[src/shared_exponent_matrix_normalize_top_macros.svh]
// Assertion macros shared by the normalizer RTL.
`ifndef SHARED_EXPONENT_MATRIX_NORMALIZE_TOP_MACROS_SVH
`define SHARED_EXPONENT_MATRIX_NORMALIZE_TOP_MACROS_SVH

// Clocked check, disabled while reset is held.
`define SEM_ASSERT(lbl, clk, rstn, prop, msg) \
  lbl: assert property (@(posedge clk) disable iff (!rstn) (prop)) else $error(msg);

// Clocked check that also holds during reset.
`define SEM_ASSERT_ALWAYS(lbl, clk, prop, msg) \
  lbl: assert property (@(posedge clk) (prop)) else $error(msg);

`endif

[src/sem_pkg.sv]
// Types and constants shared by the shared-exponent normalizer.
package sem_pkg;

  localparam int N_LANES = 6;
  localparam int ELEM_W  = 32;
  localparam int K_W     = 7;

  localparam logic [5:0]  K_MAX_LARGE = 6'd46;
  localparam logic [4:0]  K_MAX_SMALL = 5'd17;
  localparam logic [30:0] ONE_MAG     = 31'h3F80_0000;
  localparam logic [30:0] HALF_MAG    = 31'h3F00_0000;
  localparam logic [30:0] INF_MAG     = 31'h7F80_0000;
  localparam logic [7:0]  EXP_SPECIAL = 8'hFF;
  localparam logic [7:0]  EXP_ONE     = 8'd127;
  localparam logic [ELEM_W-1:0] QUIET_BIT = 32'h0040_0000;

  typedef logic [ELEM_W-1:0] elem_t;

  // Per-lane magnitude summary
  typedef struct packed {
    logic       over_one;
    logic       under_half;
    logic [5:0] need_large;  // halvings to bring below 1, capped
    logic [4:0] need_small;  // doublings to reach one half, capped
  } lane_info_t;

endpackage

[src/shared_exponent_matrix_normalize_top.sv]
// Top level of the 2x3 shared-exponent (block floating point) normalizer.
//
//  channel | direction | ports                       | tdata / tuser
//  in      | slave     | in_tvalid/in_tready         | six elements / matrix_select
//  out     | master    | out_tvalid/out_tready       | k and six elements / slot_out
//
// Three register stages: lane scan, exponent merge, lane scaling.
// One matrix per cycle while the output register is not held by out_tready; out_tvalid
// rises once the matrix has passed the scan, merge and scaling registers.
// All stages advance together whenever the output register is empty or being taken.
// Reset (rst_n low, synchronous) clears the stage valid bits only.
module shared_exponent_matrix_normalize_top (
  input  logic         clk,
  input  logic         rst_n,
  input  logic         in_tvalid,
  output logic         in_tready,
  input  logic [191:0] in_tdata,   // elem_r0c0, r0c1, r0c2, r1c0, r1c1, r1c2
  input  logic [1:0]   in_tuser,   // matrix_select
  output logic         out_tvalid,
  input  logic         out_tready,
  output logic [199:0] out_tdata,  // shared_exp[6:0], out_r0c0 .. out_r1c2, zero pad
  output logic [1:0]   out_tuser   // slot_out
);
  import sem_pkg::*;

  `include "shared_exponent_matrix_normalize_top_macros.svh"

  logic adv;

  elem_t      in_elem [N_LANES];
  lane_info_t scan_info [N_LANES];

  logic       v1_r, v1_nxt;
  logic [1:0] sel1_r;
  elem_t      x1_r [N_LANES];
  lane_info_t info1_r [N_LANES];

  logic                  v2_r, v2_nxt;
  logic [1:0]            sel2_r;
  elem_t                 x2_r [N_LANES];
  logic signed [K_W-1:0] k2_r;
  logic signed [K_W-1:0] k_nxt;
  logic                  any_large;
  logic                  all_small;

  logic                  v3_r, v3_nxt;
  logic [1:0]            sel3_r;
  logic signed [K_W-1:0] k3_r;
  elem_t                 y3_r [N_LANES];
  elem_t                 scaled [N_LANES];

  // Global stage enable
  assign adv       = !v3_r || out_tready;
  assign in_tready = adv;

  assign v1_nxt = adv ? in_tvalid : v1_r;
  assign v2_nxt = adv ? v1_r : v2_r;
  assign v3_nxt = adv ? v2_r : v3_r;

  // Lanes: scan and scale
  for (genvar g = 0; g < N_LANES; g++) begin : g_lane
    assign in_elem[g] = in_tdata[g*ELEM_W +: ELEM_W];
    sem_lane_scan u_scan (
      .elem (in_elem[g]),
      .info (scan_info[g])
    );
    sem_lane_scale u_scale (
      .elem   (x2_r[g]),
      .k      (k2_r),
      .result (scaled[g])
    );
  end

  sem_merge u_merge (
    .info      (info1_r),
    .k         (k_nxt),
    .any_large (any_large),
    .all_small (all_small)
  );

  // Stage valid bits
  always_ff @(posedge clk) begin
    if (!rst_n) begin
      v1_r <= 1'b0;
      v2_r <= 1'b0;
      v3_r <= 1'b0;
    end else begin
      v1_r <= v1_nxt;
      v2_r <= v2_nxt;
      v3_r <= v3_nxt;
    end
  end

  // Payload registers
  always_ff @(posedge clk) begin
    if (adv) begin
      sel1_r  <= in_tuser;
      x1_r    <= in_elem;
      info1_r <= scan_info;
      sel2_r  <= sel1_r;
      x2_r    <= x1_r;
      k2_r    <= k_nxt;
      sel3_r  <= sel2_r;
      k3_r    <= k2_r;
      y3_r    <= scaled;
    end
  end

  // Output packing
  assign out_tvalid = v3_r;
  assign out_tuser  = sel3_r;
  always_comb begin
    out_tdata      = '0;
    out_tdata[6:0] = k3_r;
    for (int i = 0; i < N_LANES; i++) begin
      out_tdata[K_W + i*ELEM_W +: ELEM_W] = y3_r[i];
    end
  end

  `SEM_ASSERT(a_large_halves, clk, rst_n, v1_r && any_large |-> k_nxt >= 7'sd1, "no halving")
  `SEM_ASSERT(a_mid_zero, clk, rst_n, v1_r && !any_large && !all_small |-> k_nxt == 7'sd0, "mid k")
  `SEM_ASSERT(a_k_range, clk, rst_n, out_tvalid |-> (k3_r >= -7'sd17) && (k3_r <= 7'sd46), "k range")

endmodule

[src/sem_lane_scan.sv]
// One lane: classifies an element and the shift it asks for.
module sem_lane_scan (
  input  sem_pkg::elem_t      elem,
  output sem_pkg::lane_info_t info
);
  import sem_pkg::*;

  logic [7:0]  e;
  logic [30:0] mag;

  assign e   = elem[30:23];
  assign mag = elem[30:0];

  // Classification and shift demand
  always_comb begin
    info.over_one   = (mag >= ONE_MAG) && (mag <= INF_MAG);
    info.under_half = (mag < HALF_MAG);
    if (e == EXP_SPECIAL || e >= 8'd172) begin
      info.need_large = K_MAX_LARGE;
    end else if (e >= EXP_ONE) begin
      info.need_large = 6'(e - 8'd126);
    end else begin
      info.need_large = 6'd0;
    end
    if (e <= 8'd109) begin
      info.need_small = K_MAX_SMALL;
    end else if (e <= 8'd125) begin
      info.need_small = 5'(8'd126 - e);
    end else begin
      info.need_small = 5'd0;
    end
  end

endmodule

[src/sem_merge.sv]
// Merge stage: combines the lane summaries into the shared exponent.
module sem_merge (
  input  sem_pkg::lane_info_t info [sem_pkg::N_LANES],
  output logic signed [sem_pkg::K_W-1:0] k,
  output logic                           any_large,
  output logic                           all_small
);
  import sem_pkg::*;

  logic [5:0] max_large;
  logic [4:0] min_small;

  always_comb begin
    any_large = 1'b0;
    all_small = 1'b1;
    max_large = 6'd0;
    min_small = K_MAX_SMALL;
    for (int i = 0; i < N_LANES; i++) begin
      any_large = any_large | info[i].over_one;
      all_small = all_small & info[i].under_half;
      if (info[i].over_one && info[i].need_large > max_large) begin
        max_large = info[i].need_large;
      end
      if (info[i].need_small < min_small) begin
        min_small = info[i].need_small;
      end
    end
    // Halve when anything is large, double when everything is small
    if (any_large) begin
      k = {1'b0, max_large};
    end else if (all_small) begin
      k = 7'd0 - {2'b00, min_small};
    end else begin
      k = '0;
    end
  end

endmodule

[src/sem_lane_scale.sv]
// One lane: scales an element by 2^-k with per-step round to nearest even.
module sem_lane_scale (
  input  sem_pkg::elem_t                 elem,
  input  logic signed [sem_pkg::K_W-1:0] k,
  output sem_pkg::elem_t                 result
);
  import sem_pkg::*;

  logic        sgn;
  logic [7:0]  e;
  logic [22:0] m;
  logic [5:0]  h;
  logic [4:0]  d;
  logic [7:0]  ee;
  logic [5:0]  n;
  logic [23:0] s;
  logic [24:0] sum;
  logic [23:0] sh;
  logic [24:0] sm;
  logic        carry;
  logic [23:0] r;
  logic [4:0]  p;
  logic [40:0] t;
  logic [45:0] mw;
  logic [7:0]  ne;

  assign sgn = elem[31];
  assign e   = elem[30:23];
  assign m   = elem[22:0];
  assign h   = k[5:0];
  assign d   = 5'(7'd0 - k);

  always_comb begin
    ee    = (e == 8'd0) ? 8'd1 : e;
    n     = h - (ee[5:0] - 6'd1);
    s     = (e == 8'd0) ? {1'b0, m} : {1'b1, m};
    // Carry of s + s/2 into bit n gives the net round-up of n halvings
    sum   = {1'b0, s} + {2'b00, s[23:1]};
    sh    = s >> n;
    sm    = sum >> n;
    carry = sm[0] ^ sh[0] ^ sh[1];
    r     = sh + {23'd0, carry};
    // Leading one of a subnormal mantissa
    p = 5'd0;
    for (int i = 0; i < 23; i++) begin
      if (m[i]) p = 5'(i);
    end
    t  = {18'd0, m} << d;
    mw = {23'd0, m} << (5'd23 - p);
    ne = 8'(p) + 8'(d) - 8'd22;

    if (k == '0) begin
      result = elem;
    end else if (e == EXP_SPECIAL) begin
      result = (m != 23'd0) ? (elem | QUIET_BIT) : elem;
    end else if (k > 0) begin
      if ({2'b00, h} < ee) begin
        result = {sgn, 8'(ee - {2'b00, h}), m};
      end else begin
        result = {sgn, 7'd0, r};
      end
    end else begin
      if (e != 8'd0) begin
        result = {sgn, 8'(e + {3'b000, d}), m};
      end else if (t[40:23] == 18'd0) begin
        result = {sgn, 8'd0, t[22:0]};
      end else begin
        result = {sgn, ne, mw[22:0]};
      end
    end
  end

endmodule

[config.mk]
export PLATFORM = sky130hd
export DESIGN_NAME = shared_exponent_matrix_normalize_top
export DESIGN_NICKNAME = d
export VERILOG_FILES = /design/src/sem_pkg.sv /design/src/shared_exponent_matrix_normalize_top.sv /design/src/sem_lane_scan.sv /design/src/sem_merge.sv /design/src/sem_lane_scale.sv
export VERILOG_INCLUDE_DIRS = /design/src /design/src/src
export SDC_FILE = /design/constraint.sdc
export NUM_CORES = 2
export LEC_CHECK = 0
export ABC_CLOCK_PERIOD_IN_PS = 31000
export BUFFER_PORTS_ARGS = -buffer_cell sky130_fd_sc_hd__buf_2
export CAP_MARGIN = 30
export CORE_ASPECT_RATIO = 1.25
export CORE_MARGIN = 3
export CORE_UTILIZATION = 50
export CTS_BUF_LIST = sky130_fd_sc_hd__clkbuf_16
export CTS_CLUSTER_DIAMETER = 120
export CTS_CLUSTER_SIZE = 14
export DETAILED_ROUTE_END_ITERATION = 8
export MAX_ROUTING_LAYER = met4
export PLACE_DENSITY = 0.71
export RECOVER_POWER = 50
export SYNTH_ARGS = -nofsm -noshare
export SYNTH_HDL_FRONTEND = slang
export SYNTH_SLANG_ARGS = --single-unit
[constraint.sdc]
create_clock -name clk -period 31 [get_ports clk]
set_input_delay 6.2 -clock clk [delete_from_list [all_inputs] [get_ports clk]]
set_output_delay 6.2 -clock clk [all_outputs]
set_load 0.005 [all_outputs]
## Word level (Yosys, flattened, before mapping)

Cells that the tools add are included.

| word-level totals | value |
|---|---|
| logic and storage cells | 533 |
| register bits | 677 |
| input bits | 198 |
| output and inout port bits | 204 |

| cells by class | value |
|---|---|
| equal/unequal tests | 12 |
| shift operators | 24 |
| mux-type cells | 212 |
| reductions and logical operators | 58 |
| bitwise gates (word level) | 35 |
| add/sub/neg operators | 68 |
| $lt $le $gt $ge | 61 |

Operators with widths:

| kind | count |
|---|---|
| two-way mux 31 bit | 36 |
| two-way mux 5 bit | 138 |
| << shifter 23 x 5 -> 41 bit | 6 |
| >= comparator 31 x 30 -> 1 bit (second input constant) | 6 |
| less-or-equal comparator 31 bit (second input constant) | 6 |
| < comparator 31 x 30 -> 1 bit (second input constant) | 6 |
| adder 24 x 23 -> 25 bit | 6 |
| right shift 25 x 6 -> 1 bit | 6 |
| adder 24 x 1 -> 24 bit | 6 |
| two-way mux 24 bit | 6 |
| right shift 24 x 6 -> 24 bit | 6 |
| two-way mux 23 bit | 6 |
| nonzero test 23 bit | 6 |
| << shifter 23 x 5 -> 23 bit | 6 |
| zero test 18 bit | 6 |
| equality test 8 bit (second input constant) | 12 |
| less-or-equal comparator 8 x 7 -> 1 bit (second input constant) | 12 |
| two-way mux 6 bit | 14 |
| subtractor 5 bit (first input constant) | 12 |
| adder 8 x 5 -> 8 bit | 6 |
| >= comparator 8 x 7 -> 1 bit (second input constant) | 6 |
| >= comparator 8 bit (second input constant) | 6 |
| zero test 8 bit | 6 |
| < comparator 6 x 8 -> 1 bit | 6 |
| 25 further kinds | 138 |

## Longest topological paths before layout

| depth | value |
|---|---|
| depth in word-level cells | 29 |
| mapped depth | 44 |
| depth with buffers taken out | 44 |

## Cells and area by module

From an unflattened synthesis, not the netlist that was laid out.

| unflattened totals | value |
|---|---|
| cells, all modules | 8,421 |
| area, all modules | 76,074.2 µm² |

By module, submodules not included:

| module | seq. area each (µm²) | cells an instance | area each (µm²) | instances |
|---|---|---|---|---|
| sem_lane_scale at g_lane[0].u_scale ... | 0.0 | 1,187 | 8,538.2 | 3 |
| shared_exponent_matrix_normalize_top | 20,299.5 | 687 | 20,367.0 | 1 |
| sem_lane_scale at g_lane[2].u_scale | 0.0 | 1,167 | 8,521.9 | 1 |
| sem_lane_scale at g_lane[1].u_scale | 0.0 | 1,175 | 8,257.9 | 1 |
| sem_lane_scale at g_lane[5].u_scale | 0.0 | 1,141 | 8,212.9 | 1 |
| sem_merge | 0.0 | 354 | 2,592.5 | 1 |
| sem_lane_scan | 0.0 | 56 | 417.9 | 6 |

## Worst setup path after synthesis

Ideal clock, no wire load.

| path | value |
|---|---|
| path kind | input -> output |
| start | in out_tready |
| end | out in_tready |
| slack | 2.445 ns |
| stages on the path | 1 |
| path buffers | 0 |
| arrival | 22.355 ns |
| path through | nand2b_1 |

| on the way | value |
|---|---|
| longest elaborated chain between the ends | 1 |

Ends and longest elaborated chain:

| item | RTL line | source |
|---|---|---|
| start: declaration | shared_exponent_matrix_normalize_top.sv:20 | `input logic out_tready,` |
| logical OR 1 bit | shared_exponent_matrix_normalize_top.sv:53 | `assign adv = !v3_r \|\| out_tready;` |
| end: declaration | shared_exponent_matrix_normalize_top.sv:16 | `output logic in_tready,` |

Every way passes these cells.

## Final worst setup path

| path | value |
|---|---|
| start | in out_tready |
| end | reg x1_r[112] (netlist name), enable pin |

| on the way | value |
|---|---|
| longest elaborated chain between the ends | 1 |

Ends and longest elaborated chain:

| item | RTL line | source |
|---|---|---|
| logical OR 1 bit | shared_exponent_matrix_normalize_top.sv:53 |  |
| end signal: assignment | shared_exponent_matrix_normalize_top.sv:98 | `x1_r <= in_elem;` |
| end: declaration | shared_exponent_matrix_normalize_top.sv:35 | `elem_t x1_r [N_LANES];` |

Every way passes these cells.
A chain may end at the register's enable or synchronous reset.

==> metrics.txt <==
Psw=about 0.0046 W; Top cell by count, worst path=buf_4; Chip Height=about 430 um; met3 Usage GRT=0.0719; CP Launch Type=primary input; Avg Synthesized Cell Area=9.09 um2; worst-case hold slack=0.409 ns; initial DRC count=between 8000 and 9000; Final GP Congestion=between 1 and 1.5; Worst Hold Class=flop to flop; Post-DRT Antenna Nets=0; Layout Area Growth over Synthesis=7.28%; Total GRT Usage=0.377; Final Max Slew Viols=497; fin util=0.541; Routed WL=275 mm; top post-synthesis cells by area=edfxtp_1 (29%), mux4_2 (9.5%), ha_1 (8.4%), mux2i_1 (4.1%), nand2_1 (4.1%); fin crit period=16.58 ns; fraction of registers with async set or reset after synthesis=0; first-pass detailed-route iteration total=7; Synth area leader=edfxtp_1; Commonest cells post-synth=nand2_1 (764), edfxtp_1 (674), nor2_1 (614); post-synthesis adder-cell area fraction=0.0930; core area=about 140000 um2; Via density=approximately 7; Worst EP required=between 30 and 40 ns; Synth Instances=7724; largest net degree at the start of global routing=181; worst vdd ir=0.110 mV; post-synthesis mux area share=0.150; Int Pwr=around 0.004 W; cells along the critical path=buf_2 -> nand2b_1 -> clkbuf_1 -> buf_4 -> buf_4; CTS Hold Buffers Added=0; failing checks=capacitance limit, slew limit; CTS HTree Levels=2; final hold vios=0; number of fill cells in the layout=13000; Critical Path Max Stage Delay=6.48 ns; grt total ovfl=0; Synth Register Bits=between 600 and 700; global route hottest layer=met2; die area=145000 um2; FP Rows=about 150; leakage power figure=roughly 30 nW; share of the clock period used by the worst path=0.535; Seq/Total Area, Yosys=0.289; vias in the first global route=roughly 64000; met2 GRT Util=0.572; syn_nets=8421; Cell variety after synth=roughly 120; global-route wire length before repair=406 mm; R2R setup slack=about 18 ns; YS warnings=0; Final Setup Violations=0; Worst-Margin Slew=about 9.2 ns; slowest CP cell=clkbuf_1; Max FO, Critical Path=180; IO Count=402; CTS Sinks=approximately 680; cts repair resizes=0; placed wire-length estimate=between 200 and 250 mm; critical path capture point type=flop; Post-CTS Setup Inserts=0; Worst-Skew Late Latency=approximately 0.7 ns; Die W=around 340 um; Power Density=~110 nW/um2; WL/cell=roughly 28 um; Vias=about 67000; Nets=roughly 8500; initial antenna violation count=14; main combinational cell family by area after synthesis=compound AO/OA/AOI/OAI gates; Compound-Gate Fraction of Synth Area=0.205; Post-synth top flop=edfxtp_1; count leader, synth=nand2_1; Max-slew headroom=-5.11; Post-Synth XOR/XNOR Area=0.0470; Comb power frac=0.758; # Max-Cap Violations=12; fraction of layout cells with a size suffix above 1=0.128; RSZ-0062 raised after global routing=no; Starting Density=0.504; Post-Synth Simple-Gate Area=0.162; clock skew=0.0578 ns; top-area cell type share of the netlist area=0.288; Worst EP arrival=approximately 17 ns; CTS tree=done; status=complete, but fails checks; Clock transition at path regs=around 0.080 ns; Achievable Freq=~60 MHz; M1 GR Usage=0.479; critical path class=primary input to flop; synthesized cell area=70200 um2; EDFF count, synth=674; sequential share of power=0.161; post-route DRC violation count=0; total CTS buffers=57; clock share of power=0.081; clock root cell=clkbuf_16; setup TNS=0 ns; CTS Buffer Depth=3; Switching Fraction=0.539; port buffer count=400
## power groups by stage
stage,sequential [W],combinational (W),clock [W]
after detailed placement,0.00137,0.00620,0
after global routing,0.00137,0.00685,0.000736
after floorplan,0.00134,0.00441,0
final,0.00136,0.00640,0.000687
after global placement,0.00137,0.00616,0
after CTS,0.00135,0.00623,0.000703
## worst paths after layout
kind,start,to,depth (start not counted)
worst max-delay path,out_tready,x1_r[112]$_DFFE_PP_,5
worst min-delay path,x1_r[45]$_DFFE_PP_,x2_r[45]$_DFFE_PP_,0
worst min register to register,x1_r[45]$_DFFE_PP_,x2_r[45]$_DFFE_PP_,0
worst max register to register,k2_r[0]$_DFFE_PP_,out_tdata[44]$_DFFE_PP_,16
## routing by layer
layer / share of wire / vias to the layer above
met4: 0.064 / 0
met3: 0.11 / 923
li1: - / 29600
met2: 0.45 / 4195
met5: 0 / -
met1: 0.39 / 32500
## per-stage QoR
stage,setup slack [ns],cells,area [um2],power [W]
floorplan,2.44,7724,70200,0.00575
global placement,17.49,9644,73900,0.00753
detailed placement,17.48,9650,73900,0.00757
CTS,17.48,9731,75600,0.00829
global route,13.33,9744,75300,0.00896
finish,14.42,9745,75300,0.00845
## area by class of cell
type / instances / area, um2 / share of cell area
Multi-Input combinational cell: 6118 / 46200 / 0.614
Sequential cell: 677 / 20300 / 0.269
Timing Repair Buffer: 602 / 3280 / 0.0435
Tap cell: 1860 / 2330 / 0.0309
Inverter: 396 / 1490 / 0.0198
Clock buffer: 57 / 1430 / 0.0189
Clock inverter: 24 / 236 / 0.00314
Antenna cell: 11 / 27.5 / 0.000365
## sequential cells by signal (all words and copies together), names as in the netlist, 7 cells and up
register	flops
out_tdata	192
x1_r	192
x2_r	192
k3_r	7
k2_r	7
info1_r	78
## worst max-delay path: cells and delay by family
family | cells | cell delay (ns)
buffers and inverters | 4 | 8.69
AND/OR/NAND/NOR | 1 | 1.70
## cell usage in the layout, fill, tap and decap left out, drive strengths merged, types with 56 or more instances in the layout
| master | netlist | final |
|---|---|---|
| nand2 | 765 | 765 |
| edfxtp | 674 | 674 |
| nor2 | 617 | 617 |
| a21oi | 533 | 533 |
| ha | 469 | 469 |
| o21ai | 439 | 439 |
| buf | 169 | 415 |
| inv | 380 | 395 |
| mux4 | 296 | 296 |
| mux2i | 290 | 290 |
| clkbuf | 364 | 244 |
| nor3 | 217 | 217 |
| xnor2 | 215 | 215 |
| nand3 | 194 | 194 |
| xor2 | 159 | 159 |
| a21o | 138 | 138 |
| a31oi | 111 | 111 |
| nor4 | 108 | 108 |
| a211oi | 104 | 104 |
| nand4 | 97 | 97 |
| o211ai | 90 | 90 |
| o22ai | 85 | 85 |
| mux2 | 84 | 84 |
| and3 | 64 | 64 |
| nand2b | 63 | 63 |
| o31ai | 60 | 60 |
| and2 | 60 | 60 |
| o21a | 56 | 56 |
| o221ai | 56 | 56 |
## cells by family (layout without fill, tap and decap cells)
kind of cell / after synthesis / in the layout
buffers and inverters: 929 / 1079
AO/OA/AOI/OAI: 2166 / 2166
other: 1 / 12
AND/OR/NAND/NOR: 2402 / 2402
flip-flops: 677 / 677
XOR/XNOR: 374 / 374
multiplexers: 670 / 670
adder cells (fa/ha/maj): 505 / 505
No activity file was read; power rests on OpenSTA's default activity.
